## config.mk

```make
export PLATFORM = sky130hd
export DESIGN_NAME = gnl_ram
export DESIGN_NICKNAME = d
export VERILOG_FILES = /design/src/design/gnl_ram.sv
export SDC_FILE = /design/constraint.sdc
export NUM_CORES = 1
export LEC_CHECK = 0
export ABC_AREA = 1
export BUFFER_PORTS_ARGS = -buffer_cell sky130_fd_sc_hd__buf_2
export CAP_MARGIN = 30
export CORE_MARGIN = 5
export CORE_UTILIZATION = 60
export CTS_CLUSTER_SIZE = 12
export DETAILED_ROUTE_END_ITERATION = 10
export GPL_TIMING_DRIVEN = 0
export PLACE_DENSITY = 0.78
export RECOVER_POWER = 50
export SLEW_MARGIN = 40
export SYNTH_ARGS = -nofsm -noshare
export SYNTH_HDL_FRONTEND = slang
export SYNTH_SLANG_ARGS = --single-unit
```

## constraint.sdc

```tcl
create_clock -name clk -period 1.6 [get_ports clk]
set_input_delay 0.32 -clock clk [delete_from_list [all_inputs] [get_ports clk]]
set_output_delay 0.32 -clock clk [all_outputs]
set_load 0.02 [all_outputs]
```

## src/design/gnl_ram.sv

```systemverilog
`timescale 1ns / 1ps
`default_nettype none
// ----------------------------------------------------------------------------
// gnl_ram: generic synchronous RAM
// One write port and two read ports, read data registered.
// ----------------------------------------------------------------------------
module gnl_ram #(
    parameter int WIDTH = 8,
    parameter int DEPTH = 16
) (
    input  wire logic                     clk,
    input  wire logic                     we,
    input  wire logic [$clog2(DEPTH)-1:0] waddr,
    input  wire logic [WIDTH-1:0]         wdata,
    input  wire logic [$clog2(DEPTH)-1:0] raddr_a,
    output logic      [WIDTH-1:0]         rdata_a,
    input  wire logic [$clog2(DEPTH)-1:0] raddr_b,
    output logic      [WIDTH-1:0]         rdata_b
);

    logic [WIDTH-1:0] mem [DEPTH];

    always_ff @(posedge clk)
    begin
        if (we)
        begin
            mem[waddr] <= wdata;
        end
        rdata_a <= mem[raddr_a];
        rdata_b <= mem[raddr_b];
    end

endmodule

`default_nettype wire

```

Word-level counts from Yosys, hierarchy flattened
Memories as Yosys holds them, arrays and structs flattened. A register that Yosys moved wholly into a read port is not among the register bits.
Cells that the tools add are included.

word-level totals
  register bits = 0
  bits in writable memories = 128
  bits of input ports = 22
  output and inout port bits = 16
  memories kept = 1

operators by class
  multiplexer cells = 2

memory list
  name  words  bits a word  rd ports  clocked after memory_dff  write ports  line  text
  mem   16     8            2         2                         1            21    logic [WIDTH-1:0] mem [DEPTH];

operators by type and width
  cell               count
  1-bit two-way mux  2

Logic depth before layout (Yosys ltp)
Gate-level depths: netlist of run 1.

  depth in word-level cells = 2
  depth in mapped cells = 7

Worst setup path after synthesis of run 1
Ideal clock, no wire load.

  path type = input-to-reg
  start = input port waddr[2]
  end = memory mem[10][0] (enable)
  data arrival time = 901 ps
  data required time = 1230 ps
  setup slack = 329 ps
  stages on the path = 2
  buffers on the path = 0
  cell sequence = nand3b_1 -> nor2_1

RTL lines
  item         line  text
  from (decl)  13    input wire logic [$clog2(DEPTH)-1:0] waddr,
  to (decl)    21

No word-level cell before the write port.

==> summary.txt, run 1 <==
Worst hold path
  • Hold_sp: raddr_a[2]
  • Hold depth: 4
  • HP Class: in2reg
  • Hold EP: rdata_a[7]

Floorplanning
  • Die width: 120 um
  • Die ar.: 0.0144 sq mm
  • I/O pins: 38
  • Initial Utilization: 60.9%
  • # rows: 40
  • Die H: 120 um
  • Core region area: 0.0119 sq mm

Setup path
  • R2R setup slack: 0.42 ns
  • Maximum fanout along the worst path: 10
  • Critical path class: in2reg
  • Critical Path RT: 1.91 ns
  • Crit path DAT: 1.64 ns
  • Worst r2r src: mem[1][3]
  • CP startpoint kind: primary input
  • Worst reg2reg path endpoint: rdata_b[3]
  • Worst setup EP type: flip-flop
  • Reg2Reg Depth: 6

Logic synthesis
  • Synth top area cells: edfxtp_1, nand3_1, nand2_1
  • Fraction of synthesized area in multiplexers: 0%
  • Post-synthesis simple-gate area fraction: 30.9%
  • Register area share after synthesis: 57.4%
  • Yosys cell types: 13
  • Synth Area in Adders: 0%
  • Combinational family with the most area after synthesis: simple AND/OR/NAND/NOR gates
  • Post-Synth XOR/XNOR Area: 0%
  • Syn Nets: 873
  • Top cell type's share of synthesized area: 52.9%
  • Synthesized area per cell: 8.53 sq um
  • Mapped cell area: 0.00726 sq mm
  • Synth Area in Compound Gates: 0%
  • Flop and latch count out of synthesis: 144
  • Post-synth top area cell: edfxtp_1
  • Ys Warns: 0
  • Cell count after synthesis: 851

Drt
  • DRT iter0 DRCs: 1127
  • # DRC: 0
  • WL/cell: 22.2 um
  • DRT Wirelength: 23.5 mm
  • Via/cell ratio: 5.96
  • DR pass1 iterations: 6
  • Remaining antenna violation count: 0
  • Routed vias: 6319

Clocking
  • CTS Buf Count: 17
  • Post CTS Setup Buffer Count: 0
  • H-tree Lvls: 4
  • Root Buffer: clkbuf_16
  • Post-CTS Hold Fix Bufs: 0
  • Clock sink total: 144
  • Clock-pin slew on the worst setup and hold paths: 0.06 ns
  • CTS tree: built
  • # resized after CTS: 0
  • Clk buf depth: 2
  • Clk_lat worst skew: 0.44 ns

Cells and area
  • Multi-input gate area: 0.00226 sq mm
  • Layout area overhead: 12.7%
  • ANT cells: 0
  • Fillers: 976
  • Final cell count without fillers: 1061
  • Layout Nets: 923
  • Layout cell share with drive strength beyond 1: 11.6%
  • Sequential Area: 0.00416 sq mm

STA
  • Period utilisation layout: 83.7%
  • RSZ-0062 raised after global routing: false
  • Max-Slew Margin vs Limit: 26.3%
  • Hold Fails Final Rpt: 0
  • Max Fclk: 747 MHz
  • Max-slew violation count: 0
  • Pin slew with the least headroom to its limit: 1.11 ns
  • Min cycle time layout: 1.34 ns
  • Setup TNS: 0 ns
  • Final setup viols: 0
  • Layout Skew: 0.0139 ns

Global routing
  • First-pass GRT wire length: 34.8 mm
  • Initial antenna violation count: 0
  • Total GRT Usage: 33.6%
  • Pin count of the biggest net entering global routing: 17
  • Grt ovf: 0
  • Vias in the first global route: 5859

Placed design
  • # port buffers: 31
  • GPL Wtd Cong: 0.989
  • Post-DP HPWL: 15.7 mm
  • Dpl cells: 1029

Outcome
  • Status: finished clean

Power
  • Max VDD drop: 0.926 mV
  • Total power: 9.12 mW
  • Leak: 3.74 nW
  • P per Cell Area: 1110 mW/mm^2

Job
  • Max Cap Viol: 0
==> worst max-delay path by stage <==
stage,start,end,slack (ns),cells after the start
after floorplan,waddr[2],mem[10][0],0.33,2
after global placement,waddr[3],mem[6][2],-0.24,3
after detailed placement,waddr[2],mem[11][3],-0.30,3
after CTS,waddr[2],mem[11][0],0.15,3
after global routing,waddr[0],mem[0][7],0.19,4
final,raddr_b[0],rdata_b[3],0.26,8
==> kinds of logic after synthesis <==
kind of cell / count (synthesis)
buffers and inverters: 186
and+or+nand+nor: 521
DFF: 144
==> layout by cell type, fill, tap and decap left out, drive strengths merged <==
| master | Yosys | final |
|---|---|---|
| nor2 | 17 | 17 |
| buf | 45 | 67 |
| edfxtp | 128 | 128 |
| nand2 | 277 | 277 |
| inv | 138 | 141 |
| nand3 | 225 | 225 |
| nand3b | 2 | 2 |
| clkinv | 0 | 4 |
| clkbuf | 3 | 37 |
| dfxtp | 16 | 16 |
==> final cells by class <==
cell class                      instances  share of cell area (%)
Clock buffer                           25                    6.47
Timing Repair Buffer                   31                    1.76
Tap cell                              147                    2.25
Inverter                              138                    6.33
Clock inverter                          7                   0.551
Sequential cell                       144                    50.9
Multi-Input combinational cell        521                    27.7
Buffer                                 48                    4.07
==> Yosys cell counts <==
cell,number
nand2_1,277
nand3_1,225
inv_1,134
edfxtp_1,128
buf_2,26
nor2_1,17
dfxtp_1,16
buf_6,14
buf_4,4
inv_2,4
clkbuf_1,3
nand3b_1,2
buf_1,1
==> metrics by stage <==
| step | hold WS [ns] | worst slack, ns | area [sq um] | util, % |
|---|---|---|---|---|
| after floorplan | 0.419 | 0.329 | 7260 | - |
| after global placement | 0.660 | -0.237 | 7600 | 63.8 |
| after detailed placement | 0.665 | -0.304 | 7610 | 63.9 |
| after CTS | 0.315 | 0.146 | 8180 | 68.7 |
| after global routing | 0.402 | 0.195 | 8180 | 68.7 |
| final | 0.338 | 0.261 | 8180 | 68.7 |
==> worst max-delay path, stage by stage <==
cell and delay (ns):
buf_2 0.11, inv_2 0.18, buf_2 0.39, nand2_1 0.09, nand3_1 0.08, nand3_1 0.16
nand3_1 0.20, nand2_1 0.10
==> flip-flops by register name, summed over array words and instances, names as in the netlist <==
name	cells
mem	128
rdata_a	8
rdata_b	8
==> routing by layer <==
metal	GRT usage, %	part of all wire (%)	vias up
met5	0	0	-
met4	17.0	5.4	0
met3	10.1	15	111
met2	48.7	42	545
met1	45.8	37	2817
li1	-	-	2846
==> where the power goes <==
group	internal [mW]	switching (mW)	total, mW
combinational	0.282	0.749	1.03
clock	2.30	1.55	3.85
sequential	4.21	0.0233	4.23
total	6.79	2.32	9.12
(Power assumes the default switching activity.)
==> run 2: changes to the inputs <==
--- a/config.mk
+++ b/config.mk
@@ -5,7 +5,7 @@
 export SDC_FILE = /design/constraint.sdc
 export NUM_CORES = 1
 export LEC_CHECK = 0
-export ABC_AREA = 1
+export ABC_AREA = 0
 export BUFFER_PORTS_ARGS = -buffer_cell sky130_fd_sc_hd__buf_2
 export CAP_MARGIN = 30
 export CORE_MARGIN = 5
@@ -13,7 +13,7 @@
 export CTS_CLUSTER_SIZE = 12
 export DETAILED_ROUTE_END_ITERATION = 10
 export GPL_TIMING_DRIVEN = 0
-export PLACE_DENSITY = 0.78
+export PLACE_DENSITY = 0.79
 export RECOVER_POWER = 50
 export SLEW_MARGIN = 40
 export SYNTH_ARGS = -nofsm -noshare
==> constraint.sdc (replaced) <==
create_clock -name clk -period 1.3 [get_ports clk]
set_input_delay 0.26 -clock clk [delete_from_list [all_inputs] [get_ports clk]]
set_output_delay 0.26 -clock clk [all_outputs]
set_load 0.02 [all_outputs]
==> run 2 against run 1 <==
The flow now finishes with violations (negative setup slack). Clock skew decreased by 0.0079 ns. Clock power grew 23%. Routed wire length decreased by 36%. Non-clock buffer count fell by 23. Final area decreased by 10%. Register-to-register slack worse by 0.57 ns. Area after synthesis fell by 13%. Cell count shrank 52%. Via count decreased by 44%. Sequential power up 24%. Count of clock-buffer cells in the layout is the same. Sequential cell count is the same.
==> summary.txt, run 2 <==
Clocking
  • Clk buf depth: 2
  • Post-CTS Hold Fix Bufs: 0
  • CTS tree: built
  • Root Buffer: clkbuf_8
  • H-tree Lvls: 4
  • Clock sink total: 144
  • CTS Buf Count: 17
  • Clock-pin slew on the worst setup and hold paths: 0.06 ns
  • Clk_lat worst skew: 0.52 ns

Drt
  • DRT iter0 DRCs: 370
  • Via/cell ratio: 6.90
  • # DRC: 0
  • DRT Wirelength: 15.0 mm
  • Remaining antenna violation count: 0
  • DR pass1 iterations: 4
  • Routed vias: 3528
  • WL/cell: 29.3 um

Setup path
  • Maximum fanout along the worst path: 2
  • Critical Path RT: 1.70 ns
  • Worst setup EP type: flip-flop
  • Crit path cell chain: mux4_4 > a22oi_2 > nand2_1
  • Worst r2r src: mem[0][7]
  • CP startpoint kind: flip-flop
  • Slowest-stage cell, CP: mux4_4
  • Worst reg2reg path endpoint: rdata_b[7]
  • Reg2Reg Depth: 3
  • CP bufs+invs: 0
  • Crit path DAT: 1.85 ns
  • Crit path largest cell delay: 0.62 ns
  • Crit-path leading delay family: multiplexers
  • R2R setup slack: -0.15 ns
  • Critical path class: reg2reg

STA
  • RSZ-0062 raised after global routing: true
  • Final worst slack: -0.154 ns
  • Setup TNS: -0.783 ns
  • Pin slew with the least headroom to its limit: 0.845 ns
  • Period utilisation layout: 112%
  • Final setup viols: 10
  • Max Fclk: 688 MHz
  • Max-Slew Margin vs Limit: 43.4%
  • Max-slew violation count: 0
  • Hold Fails Final Rpt: 0
  • Min cycle time layout: 1.45 ns
  • Layout Skew: 0.00608 ns

Power
  • P per Cell Area: 1490 mW/mm^2
  • Leak: 2.42 nW
  • Max VDD drop: 0.825 mV
  • Total power: 10.9 mW

Logic synthesis
  • Synthesized area per cell: 20.7 sq um
  • Mapped cell area: 0.00635 sq mm
  • Primary FF master, synth: edfxtp_1
  • Ys Warns: 0
  • Syn Nets: 329
  • Register area share after synthesis: 65.6%
  • Ys async rst share: 0%
  • Post-synth EDFFs: 128
  • Post-synth top area cell: edfxtp_1
  • Synth top area cells: edfxtp_1, mux4_2, mux4_1
  • Top cell type's share of synthesized area: 60.6%
  • Flop and latch count out of synthesis: 144
  • Cell count after synthesis: 307
  • Top-count cell post-synth: edfxtp_1
  • Yosys cell types: 20
  • List of most frequent post-synthesis cells: edfxtp_1, mux4_2, a22oi_1

Floorplanning
  • Initial Utilization: 61.5%
  • I/O pins: 38
  • Core region area: 0.0103 sq mm
  • Die ar.: 0.0127 sq mm
  • Die width: 113 um
  • Die H: 113 um
  • # rows: 37

Global routing
  • First-pass GRT wire length: 22.6 mm
  • Grt ovf: 0
  • Initial antenna violation count: 0
  • Total GRT Usage: 25.3%
  • Vias in the first global route: 3754
  • Pin count of the biggest net entering global routing: 17

Outcome
  • Failing checks: negative setup slack
  • Status: complete, but fails checks

Worst hold path
  • Hold_sp: waddr[1]
  • Hold depth: 2
  • Hold EP: mem[0][5]
  • HP Class: in2reg

Cells and area
  • Post-layout util: 71.3%
  • Multi-input gate area: 0.00204 sq mm
  • Most frequent cells in the layout: edfxtp_1, mux4_2, buf_2, nand2_1
  • Layout cell share with drive strength beyond 1: 45.1%
  • Layout Nets: 384
  • Largest register FFs: 128
  • Sequential Area: 0.00416 sq mm
  • Biggest regs: mem x128, rdata_a x8, rdata_b x8
  • Largest register by flop count: mem
  • ANT cells: 0
  • Commonest non-fill, non-tap cell in the layout: edfxtp_1
  • Fillers: 617
  • Layout area overhead: 16.0%

Placed design
  • Post-DP HPWL: 9.50 mm
  • # port buffers: 35
  • GPL Wtd Cong: 0.809

Job
  • Max Cap Viol: 0
==> run 2: cell count changes after synthesis, sizes merged, moves of 31 or more <==
| cell | previous run | this run |
|---|---|---|
| nand2 | 277 | 17 |
| inv | 138 | 0 |
| mux4 | 0 | 64 |
| nand3 | 225 | 1 |
| buf | 45 | 14 |
| a22oi | 0 | 32 |
==> run 2: timing repair <==
action / in CTS / in global routing
pin swaps: 4 / 1
endpoints found under the setup margin: 16 / 16
gates resized for setup: 17 / 2
setup buffers: 0 / 1
==> run 2: worst max-delay path by stage <==
stage / from / endpoint / slack [ns] / cells past startpoint
3_5_place_dp: waddr[0] / mem[6][2] / -0.45 / 3
4_1_cts: mem[3][7] / rdata_b[7] / -0.16 / 3
5_1_grt: mem[2][7] / rdata_b[7] / -0.18 / 3
3_3_place_gp: waddr[0] / mem[14][3] / -0.47 / 3
6_report: mem[0][7] / rdata_b[7] / -0.15 / 3
2_1_floorplan: raddr_a[0] / rdata_a[5] / -0.07 / 5
==> run 2: area by class of cell <==
type / count / area share (%)
multi-input combinational: 143 / 27.8
timing repair buffer: 36 / 2.33
buffer: 20 / 3.26
clock inverter: 7 / 1.48
clock buffer: 25 / 6.31
tap: 136 / 2.31
sequential: 144 / 56.6
==> run 2: cell families (layout without fill, tap and decap cells) <==
logic type	count (synthesis)	in the layout	synth area share [%]
buf+inv	20	88	2.72
compound gates	32	32	3.79
simple gates	47	47	3.43
mux	64	64	24.4
flops	144	144	65.6
==> run 2: per-layer routing <==
metal / track usage, % / part of all wire [%]
met1: 31.6 / 35
met2: 42.6 / 53
met3: 5.40 / 7.6
met4: 11.7 / 4.1
met5: 0 / 0
==> run 2: power breakdown <==
group	total (mW)	switching [mW]	internal [mW]	leakage, nW
clock network	4.74	1.73	3.01	0.282
logic	0.959	0.541	0.418	0.851
registers	5.23	0.0499	5.18	1.29
total	10.9	2.32	8.61	2.42
==> run 2: metrics by stage <==
step / cells / setup WS [ns] / area [sq um] / hold slack, ns
6_report: 511 / -0.154 / 7360 / 0.227
5_1_grt: 511 / -0.179 / 7360 / 0.221
4_1_cts: 510 / -0.156 / 7350 / 0.0985
3_5_place_dp: 478 / -0.446 / 6720 / 0.653
3_3_place_gp: 478 / -0.472 / 6700 / 0.644
2_1_floorplan: 307 / -0.0725 / 6360 / 0.359
