--- src/design/gnl_pkg.sv ---
`timescale 1ns / 1ps
`default_nettype none
// ----------------------------------------------------------------------------
// gnl_pkg: shared definitions for the gate netlist levelizer
// Store sizes, field widths, payload structs and the wire id range check.
// ----------------------------------------------------------------------------
package gnl_pkg;

    localparam int WIRE_COUNT   = 65536;
    localparam int LAYER_LIMIT  = 4096;
    localparam int COUNT_BITS   = 20;

    localparam int WIRE_ID_W    = 16;
    localparam int LAYER_W      = 12;
    localparam int POP_W        = 20;

    localparam int WIRE_ADDR_W  = $clog2(WIRE_COUNT);
    localparam int DEPTH_W      = $clog2(LAYER_LIMIT);
    localparam int CLEAR_COUNT  = (WIRE_COUNT > LAYER_LIMIT) ? WIRE_COUNT : LAYER_LIMIT;
    localparam int CLEAR_W      = $clog2(CLEAR_COUNT);

    typedef logic [WIRE_ID_W-1:0]  wire_id_t;
    typedef logic [DEPTH_W-1:0]    depth_t;
    typedef logic [COUNT_BITS-1:0] count_t;
    typedef logic [CLEAR_W-1:0]    clr_ptr_t;

    localparam depth_t   LAYER_TOP = depth_t'(LAYER_LIMIT - 1);
    localparam count_t   COUNT_TOP = '1;
    localparam clr_ptr_t CLEAR_END = clr_ptr_t'(CLEAR_COUNT - 1);

    typedef struct packed {
        wire_id_t left_wire;
        wire_id_t right_wire;
        wire_id_t out_wire;
        logic     last_gate;
    } gate_t;

    typedef struct packed {
        logic [LAYER_W-1:0] assigned_layer;
        logic [LAYER_W-1:0] deepest_layer;
        logic [POP_W-1:0]   layer_population;
        logic               layer_overflow;
    } res_t;

    function automatic logic wire_in_range(input wire_id_t id);
        return 32'(id) < 32'(WIRE_COUNT);
    endfunction

endpackage

`default_nettype wire

--- src/design/gnl_out_stage.sv ---
`timescale 1ns / 1ps
`default_nettype none
// ----------------------------------------------------------------------------
// gnl_out_stage: result output register
// Holds one result word for the downstream side and frees the sequencer.
// ----------------------------------------------------------------------------
module gnl_out_stage
    import gnl_pkg::*;
(
    input  wire logic clk,
    input  wire logic rst_n,
    input  wire logic res_valid,
    output logic      res_ready,
    input  wire res_t res,
    output logic      out_valid,
    input  wire logic out_ready,
    output res_t      out_res
);

    logic valid_reg, valid_next;
    res_t data_reg, data_next;

    assign res_ready = !valid_reg || out_ready;
    assign out_valid = valid_reg;
    assign out_res   = data_reg;

    always_comb
    begin
        valid_next = valid_reg && !out_ready;
        data_next  = data_reg;
        if (res_valid && res_ready)
        begin
            valid_next = 1'b1;
            data_next  = res;
        end
    end

    always_ff @(posedge clk or negedge rst_n)
    begin
        if (!rst_n)
        begin
            valid_reg <= 1'b0;
        end
        else
        begin
            valid_reg <= valid_next;
        end
    end

    always_ff @(posedge clk)
    begin
        data_reg <= data_next;
    end

endmodule

`default_nettype wire

--- config.mk ---
export PLATFORM = sky130hd
export DESIGN_NAME = gnl_out_stage
export DESIGN_NICKNAME = d
export VERILOG_FILES = /design/src/design/gnl_pkg.sv /design/src/design/gnl_out_stage.sv
export SDC_FILE = /design/constraint.sdc
export NUM_CORES = 1
export LEC_CHECK = 0
export BUFFER_PORTS_ARGS = -buffer_cell sky130_fd_sc_hd__buf_2
export CAP_MARGIN = 30
export CORE_UTILIZATION = 39
export CTS_BUF_LIST = sky130_fd_sc_hd__clkbuf_8
export DETAILED_ROUTE_END_ITERATION = 8
export GPL_ROUTABILITY_DRIVEN = 1
export PLACE_DENSITY_LB_ADDON = 0.05
export REMOVE_ABC_BUFFERS = 1
export SETUP_SLACK_MARGIN = 0.4
export SYNTH_ARGS = -nofsm -noshare
export SYNTH_HDL_FRONTEND = slang
export SYNTH_SLANG_ARGS = --single-unit
--- constraint.sdc ---
create_clock -name clk -period 1.9 [get_ports clk]
set_clock_uncertainty 0.2 [all_clocks]
set_input_delay 0 -clock clk [delete_from_list [all_inputs] [get_ports clk]]
set_output_delay 0 -clock clk [all_outputs]
set_load 0.05 [all_outputs]
## Word-level counts from Yosys, hierarchy flattened

Index checks and enable logic that the tools add are counted.

| word-level totals | value |
|---|---|
| flip-flop bits (word level) | 46 |
| latch bits | 0 |
| RAM bits | 0 |
| bits in read-only memories | 0 |
| bits of input ports | 49 |
| output and inout bits | 47 |
| logic and storage cells | 11 |
| memories kept | 0 |

| cells by class | value |
|---|---|
| add/sub/neg operators | 0 |
| multiply operators | 0 |
| divide/modulo/power cells | 0 |
| magnitude comparators | 0 |
| equality and inequality tests | 0 |
| shift-type cells | 0 |
| muxes and demuxes | 1 |
| bitwise logic cells | 0 |
| reductions and logical operators | 5 |

Operators with widths:

| kind | number |
|---|---|
| $logic_and 1x1->1 | 2 |
| $logic_not 1->1 | 2 |
| $logic_or 1x1->1 | 1 |
| $mux 1 | 1 |

## Longest topological paths before layout

Gate-level depths: netlist of the first run.

| logic depth | value |
|---|---|
| word-level depth | 4 |
| mapped depth | 2 |
| gate-level depth less buffers | 2 |

## Least setup slack after synthesis of the first run

No wires, ideal clock.

| path | value |
|---|---|
| path type | reg2reg |
| from | register valid_reg, in the netlist out_valid |
| to | register data_reg (netlist bit out_res[0]), enable pin |
| setup time | 0.362 ns |
| data arrival time | 1.293 ns |
| data required time | 1.338 ns |
| path slack | 0.045 ns |
| cell stages (with the launch flop) | 3 |
| path buffers | 0 |
| period minus slack after synthesis | 1.855 ns |
| cell sequence | dfrtp_1 nand2b_4 and2_4 |

| between the ends | value |
|---|---|
| cells in the longest elaborated chain, start to end | 3 |

RTL lines:

| element | line | RTL |
|---|---|---|
| from (decl) | gnl_out_stage.sv:20 | `logic valid_reg, valid_next;` |
| from (signal assigned) | gnl_out_stage.sv:46 | `valid_reg <= valid_next;` |
| $logic_not 1->1 | gnl_out_stage.sv:23 | `assign res_ready = !valid_reg \|\| out_ready;` |
| $logic_or 1x1->1 | gnl_out_stage.sv:23 |  |
| net res_ready | gnl_out_stage.sv:13 | `output logic res_ready,` |
| $logic_and 1x1->1 | gnl_out_stage.sv:31 | `if (res_valid && res_ready)` |
| to (signal assigned) | gnl_out_stage.sv:52 | `data_reg <= data_next;` |
| to (decl) | gnl_out_stage.sv:21 | `res_t data_reg, data_next;` |

The timed path passes the listed nets, and every way through them passes these cells.
A chain may end at the register's enable or synchronous reset.

## Worst setup path after layout of the first run

| path | value |
|---|---|
| from | register valid_reg, in the netlist out_valid |
| to | register valid_reg, in the netlist out_valid |

| between the ends | value |
|---|---|
| cells in the longest elaborated chain, start to end | 4 |
| elaborated cells on any way between the ends | 5 |
| classes of those cells | mux (1); reduce/logical (4) |

RTL lines:

| element | line |
|---|---|
| $logic_not 1->1 | gnl_out_stage.sv:23 |
| $logic_or 1x1->1 | gnl_out_stage.sv:23 |
| $logic_and 1x1->1 | gnl_out_stage.sv:31 |
| $mux 1 * | gnl_out_stage.sv:31 |
| net valid_next | gnl_out_stage.sv:20 |

The timed path passes the listed nets; every way through them passes the cells marked *.

==> results of run 1 <==
==> per-stage QoR <==
| stage | instances | instance area [µm²] |
|---|---|---|
| after global placement | 190 | 1940 |
| after global routing | 248 | 2520 |
| after detailed placement | 190 | 1940 |
| after floorplan | 49 | 1410 |
| final | 248 | 2520 |
| after CTS | 248 | 2520 |
==> how the worst max path moves through the flow <==
stage / from / endpoint / slack [ns] / cells past startpoint
CTS: out_valid / out_valid / 0.47 / 3
global placement: out_valid / out_res[12] / 0.35 / 2
detailed placement: out_valid / out_res[12] / 0.30 / 2
finish: out_valid / out_valid / 0.46 / 3
floorplan: out_valid / out_res[0] / 0.04 / 2
global route: out_valid / out_valid / 0.43 / 3
==> worst max-delay path, delay by kind of cell (launching register included) <==
kind                   cells  cell delay, ns
buffers and inverters      1            0.54
DFF                        1            0.42
and+or+nand+nor            2            0.17
==> cells in the final DEF (no fill, tap or decap) <==
| cell type | instances |
|---|---|
| sky130_fd_sc_hd__inv_1 | 1 |
| sky130_fd_sc_hd__dfrtp_1 | 1 |
| sky130_fd_sc_hd__dlygate4sd3_1 | 49 |
| sky130_fd_sc_hd__buf_2 | 95 |
| sky130_fd_sc_hd__nand2b_1 | 1 |
| sky130_fd_sc_hd__and2_4 | 2 |
| sky130_fd_sc_hd__clkinv_1 | 1 |
| sky130_fd_sc_hd__clkinv_2 | 1 |
| sky130_fd_sc_hd__edfxtp_1 | 45 |
| sky130_fd_sc_hd__clkbuf_8 | 5 |
| sky130_fd_sc_hd__nand2b_4 | 1 |
==> timing repair <==
action,in CTS,in global routing
setup endpoints to repair,45,0
endpoints found under the hold margin,47,0
hold buffers,49,0
resized for setup,1,0
==> report_power, final <==
part | switching, mW | internal [mW]
Combinational | 0.264 | 0.142
Sequential | 0.0138 | 1.18
Clock | 0.291 | 0.248
Total | 0.569 | 1.57
==> cells in the mapped netlist <==
| cell type | count |
|---|---|
| sky130_fd_sc_hd__edfxtp_1 | 45 |
| sky130_fd_sc_hd__dfrtp_1 | 1 |
| sky130_fd_sc_hd__and2_4 | 1 |
| sky130_fd_sc_hd__nand2b_1 | 1 |
| sky130_fd_sc_hd__nand2b_4 | 1 |
==> final cells by class <==
type,count,area (µm²)
tap,46,57.6
clock inverter,3,12.5
fill,213,871
timing repair buffer,144,966
multi-input combinational,4,37.5
clock buffer,5,68.8
sequential,46,1380
==> registers in the layout, summed over array words and instances (netlist names) <==
signal / flops
out_res: 45
out_valid: 1
==> kinds of logic (layout without fill, tap and decap cells) <==
family,after synthesis,after routing
flops,46,46
buf+inv,0,152
simple gates,3,4
==> layer usage <==
layer  track usage  vias up  share of wire
li1              -      497              -
met1         0.188      469           0.37
met2         0.305       64           0.54
met3        0.0497       10          0.066
met4         0.102        0          0.026
met5             0        -              0
==> run summary, run 1 <==
SETUP PATH
----------------------------------------------------------------------------------
R2R Path Start ......................................................    out_valid
Arrival time at the worst endpoint ..................................      1.41 ns
Setup slack of the most critical reg-to-reg path ....................      0.46 ns
CP peak stage delay .................................................      0.54 ns
Category of the worst setup path launch point .......................     register
End of the worst register-to-register path ..........................    out_valid
Cell Chain, Critical Path ........................................... nand2b_4 > nand2b_1 > dlygate4sd3_1
Max FO, Critical Path ...............................................            4
Worst path slowest cell ............................................. sky130_fd_sc_hd__dlygate4sd3_1
Required time of the critical path ..................................      1.87 ns
Number of cells on the worst reg-to-reg path ........................            3
Worst setup path class ..............................................      reg2reg
Element type at the critical path end ...............................     register

LOGIC SYNTHESIS
----------------------------------------------------------------------------------
Sequential-to-total area share from yosys stat ......................        0.980
Largest area contributor in the netlist ............................. sky130_fd_sc_hd__edfxtp_1
Top-area cell type share of the netlist area ........................        0.962
Portion of netlist area occupied by mux cells .......................            0
Yosys warning count .................................................            0
Post-synthesis area per instance ....................................     28.7 µm²
Leading post-synthesis cells by cell area ........................... sky130_fd_sc_hd__edfxtp_1 (96%), sky130_fd_sc_hd__dfrtp_1 (1.8%), sky130_fd_sc_hd__nand2b_4 (0.98%), sky130_fd_sc_hd__and2_4 (0.62%), sky130_fd_sc_hd__nand2b_1 (0.45%)
Simple-gate share of the synthesized area ...........................       0.0205
Fraction of the mapped netlist area in compound gates ...............            0
Post-synthesis cell type count ......................................            5
Dominant combinational cell family by area after synthesis .......... simple AND/OR/NAND/NOR gates
Post-Synth Adder-Cell Area ..........................................            0
Xor and xnor fraction of the mapped netlist area ....................            0
Netlist area before placement .......................................     1410 µm²
Synthesized netlist cell count ......................................           49
Flops & latches, synth ..............................................           46

DIE
----------------------------------------------------------------------------------
Io pins .............................................................           96
# rows ..............................................................           21
Die Footprint .......................................................     3850 µm²
Core Footprint ......................................................     3390 µm²
Horiz. Die Dim ......................................................      62.0 µm
Overall die height ..................................................      62.0 µm
Starting utilization of the core area ...............................        0.415

POWER AND IR DROP
----------------------------------------------------------------------------------
Leak pwr ............................................................      1.08 nW
Tot Pwr .............................................................      2.14 mW
Max VDD drop ........................................................       562 µV
Power Dens Cells ....................................................   849 nW/µm²

TIMING
----------------------------------------------------------------------------------
Unrepaired setup endpoints after global routing .....................        false
Sum Neg Setup Slack .................................................         0 ns
Fmax ................................................................    0.696 GHz
Final slew viol count ...............................................            0
Transition at the pin with the smallest max-transition slack ........     0.312 ns
Final worst path period share .......................................        0.756
Number of endpoints failing setup at the final stage ................            0
Final Hold Fails ....................................................            0
Smallest hold slack .................................................     0.194 ns
Period minus WS final ...............................................      1.44 ns
Smallest setup slack after layout ...................................     0.463 ns
Slew Limit Headroom .................................................        0.792

DETAILED ROUTING
----------------------------------------------------------------------------------
Vias after detailed routing .........................................         1040
Avg WL per Cell .....................................................      13.3 µm
Pre-antenna DRT Iters ...............................................            4
Initial DRC Count ...................................................           26
DRC Markers .........................................................            0
DRT antenna net count ...............................................            0
Detailed-route vias per instance ....................................         4.19
Final WL ............................................................      3.30 mm

GLOBAL ROUTE
----------------------------------------------------------------------------------
Pin count of the biggest net entering global routing ................           24
Total global-route track usage ......................................        0.174
Number of global-route vias before repair ...........................         1036
Total congestion overflow ...........................................            0
Antenna violations before repair ....................................            0
Wire length of the first global-routing pass ........................      4.50 mm

CLOCK NETWORK
----------------------------------------------------------------------------------
CTS tree ............................................................        built
Number of H-tree levels .............................................            2
Number of buffers on the longest clock path .........................            2
Setup Buffers After CTS .............................................            0
Number of clock sinks seen by CTS ...................................           46
Clk pin slew, worst setup/hold paths ................................      0.08 ns
CTS buffer count ....................................................            5
Later-pin clock latency in the skew report ..........................      0.28 ns
Clock tree root driver cell ......................................... sky130_fd_sc_hd__clkbuf_8

PLACED DESIGN
----------------------------------------------------------------------------------
RD Place Congestion .................................................        0.688
Worst slack at placement ............................................     0.305 ns
Input/output buffers ................................................           95

FINISH
----------------------------------------------------------------------------------
Finished Core Util ..................................................        0.743
Nets@finish .........................................................          250
Synth-to-Final Area Change ..........................................        79.3%
Share of final-layout standard cells stronger than drive strength 1 .        0.515
Total inserted antenna cells ........................................            0

MIN PATH
----------------------------------------------------------------------------------
Worst hold endpoint .................................................  out_res[32]
Launch instance of the worst min-delay path .........................    out_ready
Worst min-delay path class ..........................................       in2reg
WHS Path Cells ......................................................            3

STATUS
----------------------------------------------------------------------------------
Run status ..........................................................    completed

FLOW RUN
----------------------------------------------------------------------------------
Number of violations of the max-capacitance limit ...................            0

Power figures use the tool's default switching activity.
==> run 2: changes to the inputs <==
CORE_UTILIZATION = 38   (was 39)
clock period = 1.24 ns   (was 1.9 ns; I/O delays follow)
==> run 2 against run 1 <==
Against the previous run: the run now ends with negative hold slack, negative setup slack left; final cell count rose by 1.6%; cell area rose by 17%; largest cell class unchanged; setup slack got worse by 0.58 ns; worst hold slack got worse by 0.21 ns; total power rose by 83%; via count rose by 1.9%; combinational power rose by 87%; wire length rose by 9.5%; flip-flop and latch count did not move.
==> run summary, run 2 (synthesized netlist as in run 1, its figures left out) <==
STATUS
----------------------------------------------------------------------------------
Run status .......................................................... finished, violations left
Violated checks ..................................................... negative hold slack, negative setup slack

GLOBAL ROUTE
----------------------------------------------------------------------------------
Number of global-route vias before repair ...........................         1109
Wire length of the first global-routing pass ........................      5.38 mm
Pin count of the biggest net entering global routing ................           25
Total global-route track usage ......................................        0.196
Total congestion overflow ...........................................            0
Antenna violations before repair ....................................            0

DIE
----------------------------------------------------------------------------------
Io pins .............................................................           96
# rows ..............................................................           21
Overall die height ..................................................      62.8 µm
Core Footprint ......................................................     3440 µm²
Die Footprint .......................................................     3950 µm²
Starting utilization of the core area ...............................        0.408
Horiz. Die Dim ......................................................      62.8 µm

FINISH
----------------------------------------------------------------------------------
Share of final-layout standard cells stronger than drive strength 1 .        0.539
Footprint of the multi-input gates ..................................     28.8 µm²
Number of flip-flops in the largest register ........................           45
Sequential cell area in the final layout ............................     1380 µm²
Filler Cells Inserted ...............................................          175
Nets@finish .........................................................          254
Most used cells in the layout excluding fill and tap cells .......... sky130_fd_sc_hd__buf_2 (49), sky130_fd_sc_hd__dlygate4sd3_1 (48), sky130_fd_sc_hd__buf_6 (46), sky130_fd_sc_hd__edfxtp_1 (45), sky130_fd_sc_hd__clkbuf_8 (5)
Finished Core Util ..................................................        0.854
Most common cell after layout, fill and taps aside .................. sky130_fd_sc_hd__buf_2
Total inserted antenna cells ........................................            0
Synth-to-Final Area Change ..........................................         109%

DETAILED ROUTING
----------------------------------------------------------------------------------
Vias after detailed routing .........................................         1060
Avg WL per Cell .....................................................      14.4 µm
Pre-antenna DRT Iters ...............................................            4
Final WL ............................................................      3.62 mm
Initial DRC Count ...................................................           26
Detailed-route vias per instance ....................................         4.21
DRC Markers .........................................................            0
DRT antenna net count ...............................................            0

PLACED DESIGN
----------------------------------------------------------------------------------
Input/output buffers ................................................           95
HPWL Detailed .......................................................      2.03 mm
Worst slack at placement ............................................   -0.0926 ns
RD Place Congestion .................................................        0.657

TIMING
----------------------------------------------------------------------------------
Transition at the pin with the smallest max-transition slack ........     0.251 ns
Slew Limit Headroom .................................................        0.834
Final slew viol count ...............................................            0
Period minus WS final ...............................................      1.35 ns
Final Hold Fails ....................................................            1
Smallest setup slack after layout ...................................    -0.113 ns
Unrepaired setup endpoints after global routing .....................         true
Number of endpoints failing setup at the final stage ................           46
Fmax ................................................................    0.739 GHz
Smallest hold slack .................................................   -0.0139 ns
Final worst path period share .......................................         1.09

SETUP PATH
----------------------------------------------------------------------------------
Worst path slowest cell ............................................. sky130_fd_sc_hd__dfrtp_1
Arrival time at the worst endpoint ..................................      1.17 ns
Element type at the critical path end ...............................     register
Category of the worst setup path launch point .......................     register
Start point of the critical path ....................................    out_valid
Required time of the critical path ..................................      1.06 ns
Crit path buf inv count .............................................            1
Worst setup path class ..............................................      reg2reg
Max FO, Critical Path ...............................................           12
Largest delay contributor family on the critical path ...............   flip-flops
R2R Path Start ......................................................    out_valid
Setup slack of the most critical reg-to-reg path ....................     -0.11 ns
Cell Chain, Critical Path ........................................... nand2b_4 > and2_4 > clkbuf_16
Number of cells on the worst reg-to-reg path ........................            3
End of the worst register-to-register path ..........................  out_res[11]
CP peak stage delay .................................................      0.41 ns

CLOCK NETWORK
----------------------------------------------------------------------------------
Clk pin slew, worst setup/hold paths ................................      0.08 ns
Number of H-tree levels .............................................            2
Number of clock sinks seen by CTS ...................................           46
CTS tree ............................................................        built
Number of buffers on the longest clock path .........................            2
Clock tree root driver cell ......................................... sky130_fd_sc_hd__clkbuf_8
CTS buffer count ....................................................            5
Later-pin clock latency in the skew report ..........................      0.29 ns

MIN PATH
----------------------------------------------------------------------------------
Worst hold endpoint .................................................    out_valid
WHS Path Cells ......................................................            5
Worst min-delay path class ..........................................       in2reg
Launch instance of the worst min-delay path .........................    out_ready

POWER AND IR DROP
----------------------------------------------------------------------------------
Power Dens Cells ....................................................  1330 nW/µm²
Leak pwr ............................................................      1.24 nW
Max VDD drop ........................................................      1050 µV

FLOW RUN
----------------------------------------------------------------------------------
Number of violations of the max-capacitance limit ...................            0

-- run 2: cell count changes in the layout (fill, tap and decap cells not counted), moves of 2 or more --
cell	before	now
sky130_fd_sc_hd__buf_6	0	46
sky130_fd_sc_hd__buf_4	0	2
sky130_fd_sc_hd__buf_2	95	49
sky130_fd_sc_hd__buf_12	0	2
sky130_fd_sc_hd__bufinv_16	0	2
-- run 2: per-stage QoR --
step	total power [mW]	instance area (µm²)	hold slack, ns	setup TNS [ns]	instances
5_1_grt	4.02	2940	-0.0203	-6.16	252
2_1_floorplan	2.20	1410	-0.496	-27.68	49
3_5_place_dp	2.39	1990	-0.423	-3.34	194
6_report	3.91	2940	-0.0139	-4.28	252
4_1_cts	3.90	2900	-0.311	-4.11	250
3_3_place_gp	2.38	1990	-0.425	-2.67	194
-- run 2: layout make-up --
type                    instances  share of cell area
well taps                      46              0.0196
multi-input cells               3             0.00979
clock buffers                   5              0.0234
flip-flops and latches         46               0.468
repair buffers                149               0.456
clock inverters                 3              0.0234
-- run 2: report_power, final --
| group | leakage (nW) | internal (mW) | switching (mW) |
|---|---|---|---|
| registers | 0.439 | 1.81 | 0.0393 |
| logic | 0.734 | 0.343 | 0.416 |
| clock network | 0.0683 | 0.807 | 0.495 |
-- run 2: worst max path at each step --
stage                        to  slack, ns  depth (start not counted)
floorplan            out_res[0]      -0.62                          2
global placement    out_res[40]      -0.08                          3
detailed placement  out_res[18]      -0.09                          3
CTS                  out_res[9]      -0.11                          3
global route        out_res[15]      -0.15                          3
finish              out_res[11]      -0.11                          3
-- run 2: per-layer routing --
| metal | track usage | wire length, µm | vias up |
|---|---|---|---|
| met3 | 0.0657 | 186 | 7 |
| met1 | 0.173 | 1200 | 487 |
| met5 | 0 | 0 | - |
| met4 | 0.0756 | 79 | 0 |
| met2 | 0.393 | 2150 | 61 |
| li1 | - | - | 505 |
-- run 2: timing repair --
item                       in CTS  in global routing
setup endpoints to repair      93                 93
hold buffers                   47                  1
gates resized for setup        94                  0
buffers inserted                1                  0
gates cloned                    0                  1
hold endpoints to repair       47                  1
pin swaps                       0                  1
-- run 2: worst register-to-register path, delay by kind of cell, from the launching register on --
family                 cells  cell delay (ns)
buffers and inverters      1             0.19
DFF                        1             0.41
and+or+nand+nor            2             0.28
